**src/design/hssd_pkg.sv**
```systemverilog
`timescale 1ns / 1ps
// ----------------------------------------------------------------------------
// hssd_pkg: shared types and constants of the surround stereo downmix
// Widths, register indexes, reset values, datapath operation codes and the
// Hilbert tap table used by the sequencer and the shared MAC.
// ----------------------------------------------------------------------------
package hssd_pkg;

    localparam int RING_DEPTH_DEF = 256;
    localparam int TAP_COUNT_DEF  = 100;

    localparam int SAMPLE_W   = 24;
    localparam int COEF_W     = 18;
    localparam int OPB_W      = 32;
    localparam int PROD_W     = COEF_W + OPB_W;
    localparam int ACC_W      = 72;
    localparam int CFG_IDX_W  = 3;
    localparam int TAP_IDX_W  = 7;
    localparam int IN_DATA_W  = 5 * SAMPLE_W;
    localparam int OUT_DATA_W = 3 * SAMPLE_W;
    localparam int WORD_W     = 2 * SAMPLE_W;

    // configuration register indexes
    localparam logic [CFG_IDX_W-1:0] REG_MASTER_GAIN = 3'd0;
    localparam logic [CFG_IDX_W-1:0] REG_FRONT_W     = 3'd1;
    localparam logic [CFG_IDX_W-1:0] REG_CENTRE_W    = 3'd2;
    localparam logic [CFG_IDX_W-1:0] REG_SURR_WA     = 3'd3;
    localparam logic [CFG_IDX_W-1:0] REG_SURR_WB     = 3'd4;
    localparam logic [CFG_IDX_W-1:0] REG_LFE_EN      = 3'd5;

    localparam logic signed [COEF_W-1:0] RST_MASTER_GAIN = 18'sd25412;
    localparam logic signed [COEF_W-1:0] RST_FRONT_W     = 18'sd65536;
    localparam logic signed [COEF_W-1:0] RST_CENTRE_W    = 18'sd46341;
    localparam logic signed [COEF_W-1:0] RST_SURR_WA     = 18'sd57135;
    localparam logic signed [COEF_W-1:0] RST_SURR_WB     = 18'sd32106;

    // accumulate modes of the shared MAC
    localparam logic [1:0] MODE_ADD    = 2'd0;
    localparam logic [1:0] MODE_SUB    = 2'd1;
    localparam logic [1:0] MODE_ADD_SH = 2'd2;

    localparam int SPLIT_SH = 24;

    typedef struct packed {
        logic                     vld;
        logic                     fir;
        logic                     side;
        logic                     keep;
        logic                     dst;
        logic [1:0]               mode;
        logic signed [COEF_W-1:0] a;
        logic signed [OPB_W-1:0]  b;
    } t_mac_op;

    localparam int HALF_TAPS_N = 50;
    localparam logic [TAP_IDX_W-1:0] TAP_MIRROR = 7'd99;
    localparam logic [TAP_IDX_W-1:0] TAP_HALF   = 7'd50;

    localparam logic signed [COEF_W-1:0] HALF_TAPS [HALF_TAPS_N] = '{
        18'sd106,   18'sd111,   18'sd118,   18'sd128,   18'sd142,
        18'sd158,   18'sd178,   18'sd201,   18'sd227,   18'sd258,
        18'sd293,   18'sd332,   18'sd375,   18'sd423,   18'sd476,
        18'sd535,   18'sd598,   18'sd668,   18'sd743,   18'sd825,
        18'sd915,   18'sd1011,  18'sd1115,  18'sd1228,  18'sd1351,
        18'sd1483,  18'sd1627,  18'sd1782,  18'sd1952,  18'sd2137,
        18'sd2339,  18'sd2560,  18'sd2804,  18'sd3075,  18'sd3376,
        18'sd3715,  18'sd4098,  18'sd4537,  18'sd5044,  18'sd5639,
        18'sd6350,  18'sd7216,  18'sd8300,  18'sd9701,  18'sd11592,
        18'sd14298, 18'sd18517, 18'sd26066, 18'sd43601, 18'sd131042
    };

    // antisymmetric tap set: second half is the negated mirror of the first
    function automatic logic signed [COEF_W-1:0] tap_at(input logic [TAP_IDX_W-1:0] idx);
        logic [TAP_IDX_W-1:0] mirror;
        mirror = TAP_MIRROR - idx;
        if (idx < TAP_HALF) begin
            return HALF_TAPS[idx[5:0]];
        end
        return -HALF_TAPS[mirror[5:0]];
    endfunction

endpackage

```
**src/design/hssd_mac.sv**
```systemverilog
`timescale 1ns / 1ps
// ----------------------------------------------------------------------------
// hssd_mac: shared multiply-accumulate unit
// Two-stage unit: operand select and multiply, then add into one of two
// accumulators. Filter operations take their sample from the ring read data.
// ----------------------------------------------------------------------------
module hssd_mac (
    input  logic                                  i_clk,
    input  logic                                  i_rst_n,
    input  hssd_pkg::t_mac_op                     i_op,
    input  logic                                  i_clear,
    input  logic [hssd_pkg::WORD_W-1:0]           i_rd_data,
    output logic signed [hssd_pkg::ACC_W-1:0]     o_acc_l,
    output logic signed [hssd_pkg::ACC_W-1:0]     o_acc_r,
    output logic                                  o_busy
);

    hssd_pkg::t_mac_op                      r_s1;
    logic                                   r_s2_vld;
    logic                                   r_s2_dst;
    logic [1:0]                             r_s2_mode;
    logic signed [hssd_pkg::PROD_W-1:0]     r_s2_prod;
    logic signed [hssd_pkg::ACC_W-1:0]      r_acc_l;
    logic signed [hssd_pkg::ACC_W-1:0]      r_acc_r;

    logic signed [hssd_pkg::SAMPLE_W-1:0]   w_smp;
    logic signed [hssd_pkg::OPB_W-1:0]      w_b;
    logic signed [hssd_pkg::PROD_W-1:0]     n_prod;
    logic signed [hssd_pkg::ACC_W-1:0]      w_term;
    logic signed [hssd_pkg::ACC_W-1:0]      w_base;
    logic signed [hssd_pkg::ACC_W-1:0]      n_sum;

    always_comb begin
        w_smp = r_s1.side ? i_rd_data[hssd_pkg::WORD_W-1:hssd_pkg::SAMPLE_W]
                          : i_rd_data[hssd_pkg::SAMPLE_W-1:0];
        if (r_s1.fir) begin
            w_b = r_s1.keep ? hssd_pkg::OPB_W'(w_smp) : '0;
        end else begin
            w_b = r_s1.b;
        end
        n_prod = r_s1.a * w_b;
    end

    always_comb begin
        w_base = r_s2_dst ? r_acc_r : r_acc_l;
        w_term = hssd_pkg::ACC_W'(r_s2_prod);
        case (r_s2_mode)
            hssd_pkg::MODE_SUB:    n_sum = w_base - w_term;
            hssd_pkg::MODE_ADD_SH: n_sum = w_base + (w_term <<< hssd_pkg::SPLIT_SH);
            default:               n_sum = w_base + w_term;
        endcase
    end

    always_ff @(posedge i_clk) begin
        if (!i_rst_n) begin
            r_s1     <= '0;
            r_s2_vld <= 1'b0;
        end else begin
            r_s1     <= i_op;
            r_s2_vld <= r_s1.vld;
        end
        r_s2_dst  <= r_s1.dst;
        r_s2_mode <= r_s1.mode;
        r_s2_prod <= n_prod;
    end

    always_ff @(posedge i_clk) begin
        if (!i_rst_n || i_clear) begin
            r_acc_l <= '0;
            r_acc_r <= '0;
        end else if (r_s2_vld) begin
            if (r_s2_dst) begin
                r_acc_r <= n_sum;
            end else begin
                r_acc_l <= n_sum;
            end
        end
    end

    assign o_acc_l = r_acc_l;
    assign o_acc_r = r_acc_r;
    assign o_busy  = r_s1.vld | r_s2_vld;

endmodule
```
**config.mk**
```make
export PLATFORM = sky130hd
export DESIGN_NAME = hssd_mac
export DESIGN_NICKNAME = d
export VERILOG_FILES = /design/src/design/hssd_pkg.sv /design/src/design/hssd_mac.sv
export SDC_FILE = /design/constraint.sdc
export NUM_CORES = 2
export LEC_CHECK = 0
export BUFFER_PORTS_ARGS = -buffer_cell sky130_fd_sc_hd__buf_4
export CAP_MARGIN = 20
export CORE_UTILIZATION = 45
export CTS_CLUSTER_SIZE = 12
export DETAILED_ROUTE_END_ITERATION = 16
export SETUP_SLACK_MARGIN = 0.4
export SYNTH_ARGS = -nofsm -noshare
export SYNTH_HDL_FRONTEND = slang
export SYNTH_SLANG_ARGS = --single-unit
```
**constraint.sdc**
```tcl
create_clock -name i_clk -period 9.4 [get_ports i_clk]
set_input_delay 0.47 -clock i_clk [delete_from_list [all_inputs] [get_ports i_clk]]
set_output_delay 0.47 -clock i_clk [all_outputs]
set_load 0.02 [all_outputs]
```
==> Word level (Yosys, flattened, before mapping) <==
Cells that the tools add are included.
{ "classes": {"n_reduce_logical": 4, "add_sub_neg": 3, "n_mux": 5, "eq_ne": 2, "bitwise": 2, "n_mul": 1} }
{ "ops": {"columns": ["operator", "count"], "rows": [
  ["one-hot mux 72 bit (2 select lines)", 1],
  ["adder 72 x 50 -> 72 bit", 1],
  ["adder 72 bit", 1],
  ["two-way mux 72 bit", 1],
  ["subtractor 72 x 50 -> 72 bit", 1],
  ["two-way mux 32 bit", 2],
  ["multiplier 18 x 32 -> 50 bit", 1],
  ["two-way mux 24 bit", 1],
  ["AND reduction 2 bit", 2],
  ["== test 2 x 1 -> 1 bit, second input constant", 1],
  ["== test 2 bit, second input constant", 1],
  ["zero test 1 bit", 1],
  ["logical OR 1 bit", 1],
  ["NOT 1 bit", 1],
  ["bitwise OR 1 bit", 1]
]} }
{ "word_totals": {"elab_cells": 31, "output_inout_bits": 145, "reg_bits": 255, "inputBits": 108} }

==> Logic depth before layout (Yosys ltp) <==
{ "logic_depth": {"word_depth": 4, "depth_mapped": 31, "ltp_nobuf": 28} }

==> Worst setup path before layout <==
Ideal clock, no wire load.
{ "synth_path": {"path_type": "reg-to-reg", "from": "register r_s1[54] (netlist bit)", "to": "register r_s2_prod[46] (netlist bit)", "n_path_buf": 3, "stages_incl_launch_ff": 27, "setup_slack_ns": 1.954, "period_less_slack_ns": 7.446, "setup_time_ns": 0.072, "t_arrival_ns": 7.374, "required_ns": 9.328, "path_cell_list": "dfxtp_1 clkbuf_1 buf_1 mux2i_1 o22ai_1 clkbuf_1 nand2_1 fa_1 fa_1 fa_1 fa_1 inv_1 fa_1 inv_1 fa_1 inv_1 ha_1 a21o_1 a21o_1 a221o_1 o21ai_1 a21oi_1 a41oi_1 o21ai_0 a211o_1 a21oi_1 xnor2_1"} }
{ "synth_between": {"elab_chain_len": 4} }
{ "synth_lines": {"columns": ["item", "line_no", "text"], "rows": [
  ["start: declaration", "hssd_mac.sv:18", "hssd_pkg::t_mac_op r_s1;"],
  ["start signal: assignment", "hssd_mac.sv:59", "r_s1 <= i_op;"],
  ["two-way mux 24 bit", "hssd_mac.sv:34", "w_smp = r_s1.side ? i_rd_data[hssd_pkg::WORD_W-1:hssd_pkg::SAMPLE_W]"],
  ["two-way mux 32 bit", "hssd_mac.sv:37", "w_b = r_s1.keep ? hssd_pkg::OPB_W'(w_smp) : '0;"],
  ["two-way mux 32 bit", "hssd_mac.sv:36", "if (r_s1.fir) begin"],
  ["multiplier 18 x 32 -> 50 bit", "hssd_mac.sv:41", "n_prod = r_s1.a * w_b;"],
  ["via n_prod (one bit)", "hssd_mac.sv:28", "logic signed [hssd_pkg::PROD_W-1:0] n_prod;"],
  ["end signal: assignment", "hssd_mac.sv:64", "r_s2_prod <= n_prod;"],
  ["end: declaration", "hssd_mac.sv:22", "logic signed [hssd_pkg::PROD_W-1:0] r_s2_prod;"]
]} }
The timed path passes the listed nets, and every way through them passes these cells.
A chain may end at the register's enable or synchronous reset.

==> Worst setup path in the final report <==
{ "layout_path": {"from": "register r_s1[54] (netlist bit)", "to": "register r_s2_prod[49] (netlist bit)"} }
Same word-level chain as after synthesis.

==> impl_metrics.ini <==
[clock_network]
clkLatencyLatePin_ns = 0.64
clk_pin_slew_ns = 0.06
cts_tree = built
cts_root_buf = clkbuf_16
postCtsHoldBufs = 30
clock_path_buffers = 3
cts.htree.levels = 1
cts.sinks = 255
cts_made_buffers = 31
postCtsResizedCells = 0
postCtsSetupBuffers = 0

[worst_setup_path]
startpoint = r_s1[54]
path_max_fanout = 23
crit_type = reg -> reg
crit_cells = 25
rr_startpoint = r_s1[54]
cp-end-kind = register
reg2regPathDepth = 25
worstPathArrival_ns = 8.79
cp.buffers_inverters = 5
slowest_stage = a2111oi_0
path_common_cell = fa_1
cpLargestDelayFamily = compound AO/OA/AOI/OAI gates
critPathCapture = r_s2_prod[49]
startpoint_type = register
r2r-end = r_s2_prod[49]
required_ns = 9.91
r2r_slack_ns = 1.11
critPathMaxStageDelay_ns = 0.84

[floorplan]
die_height_um = 292
coreArea_sq_um = 83600
floorplan.initialDensity_pct = 45.4
rows = 106
ios = 253
die_w_um = 292
dieArea_sq_um = 85600

[sta]
whs_ns = 0.0424
slew_headroom_pct = 28.5
finalCritPeriodShare_pct = 88.2
fmax_mhz = 121
post-route-min-period_ns = 8.29
slew_viol_final = 0
final.setup.tns_ns = 0
tightest_slew_ns = 1.07
setup_viol = 0
skew_ns = 0.0286
rsz0062_at_grt = false
hold_violations = 0

[synthesis]
synthAdderAreaFrac_pct = 37.2
synth-simple-area-share_pct = 16.7
synth_top_family_by_area = adder cells
ys_ff_latch = 255
synth_area_leaders = fa_1, dfxtp_1, ha_1
yosysMostFrequentCell = inv_1
synthDistinctLibCells = 97
synth_edf_count = 0
synth_cells = 4521
syn_area_sq_um = 38000
synth_compound_area_share_pct = 15.8
yosysTopAreaCell = fa_1
synth_fp_nets = 5424
synth.area.mux_share_pct = 3.31
ys.flop_type = dfxtp_1
synth_top_area_share_pct = 29.3
synthXorXnorAreaFrac_pct = 4.38
synth_common_cells = inv_1, fa_1, nand2_1
synth_async_sr_flop_share_pct = 0
ys_warn_count = 0
synth-seq-area-share_pct = 13.4
postSynthAreaPerCell_sq_um = 8.40

[placement]
gp_congestion = 0.974
post-dp-hpwl_um = 91500
port_buffers = 252

[detailed_routing]
first_pass_iters = 8
drc_errors = 0
ant_nets = 0
wire_per_inst_um = 19.8
via_per_inst = 5.54
vias = 31800
wl_um = 114000
first_iter_violations = 2256

[finish]
layout-drive-gt1-share_pct = 10.7
nNetsFinal = 5549
area_growth_pct = 10.9
finish.utilization_pct = 50.4

[global_routing]
grt-busiest-layer = met2
antenna_found_initial = 0
use_met3_pct = 3.64
grt_max_degree = 89
use_met1_pct = 37.6
grt-ovfl-total = 0
grtUsageTotal_pct = 26.7
grtUsageMet2_pct = 42.7
first_global_vias = 32000
grt_pass1_wl_um = 180000

[power_and_ir_drop]
p_leak_uw = 0.0199
p_total_uw = 8700
irDropWorstVdd_mv = 0.147
power_density_nw_per_um2 = 207

[flow_run]
drv_cap = 0

[worst_hold_path]
hp-class = in -> reg

[status]
run_status = finished, final reports clean
-- cells by family after synthesis --
kind of cell / after synthesis
buf+inv: 921
mux: 116
simple gates: 1311
fa+ha+maj: 795
xor+xnor: 190
flops: 255
compound gates: 933
-- power by group --
part           leakage [uW]  switching [uW]  internal (uW)
Combinational        0.0173            3570           2330
Sequential          0.00209             301           1250
Clock              0.000524             511            736
Total                0.0199            4380           4320
-- worst min-delay path by stage --
stage,slack [ns],endpoint,start,cells after the start
after floorplan,0.31,r_s2_dst,r_s1[52],0
after global placement,0.31,r_s2_dst,r_s1[52],0
after detailed placement,0.32,r_s2_dst,r_s1[52],0
after CTS,0.0004,r_s1[17],i_op[17],2
after global routing,0.02,r_s1[17],i_op[17],2
final,0.04,r_s1[28],i_op[28],2
-- metrics by stage --
stage                     worst slack (ns)  cell area (sq um)  instances
after floorplan                       1.95              38000       4521
after global placement                1.21              40800       5663
after detailed placement              1.05              40800       5663
after CTS                             1.18              42100       5749
after global routing                 0.643              42100       5749
final                                 1.11              42100       5750
-- per-layer routing --
metal | share of wire (%) | vias to the layer above
met5 | 0 | -
met4 | 3.1 | 0
met3 | 6.0 | 172
met2 | 44 | 1079
met1 | 46 | 15600
li1 | - | 15000
-- placed cells by master (no fill, tap or decap), types with 19 or more instances in the layout --
master and count:
dlygate4sd3_1 30, and3_1 19, nand2b_1 32, and2_1 296, nand3_1 46, a21oi_1 259
mux2i_1 43, mux2_2 72, o21ai_0 208, xor2_1 73, buf_4 315, inv_1 668
xnor2_1 117, o31ai_1 27, dfxtp_1 250, nor2_1 235, a31oi_1 27, o21a_1 28
fa_1 555, nand4_1 36, o22ai_1 24, a211oi_1 90, ha_1 240, nand2_1 508
clkbuf_16 32, o21bai_1 23, nor3_1 40, a21o_1 102
-- area by class of cell --
class,count,area [sq um]
Antenna cell,1,2.50
Sequential cell,255,5110
Tap cell,1080,1350
Clock buffer,44,916
Clock inverter,12,149
Inverter,668,2510
Timing Repair Buffer,345,2670
Multi-Input combinational cell,3345,29400
Fill cell,8192,41400
-- flip-flops by register name, summed over array words and instances, names as in the netlist --
signal     flops
r_s1          57
o_acc_l       72
r_s2_vld       1
o_acc_r       72
r_s2_mode      2
r_s2_prod     50
r_s2_dst       1
(Power assumes the default switching activity.)
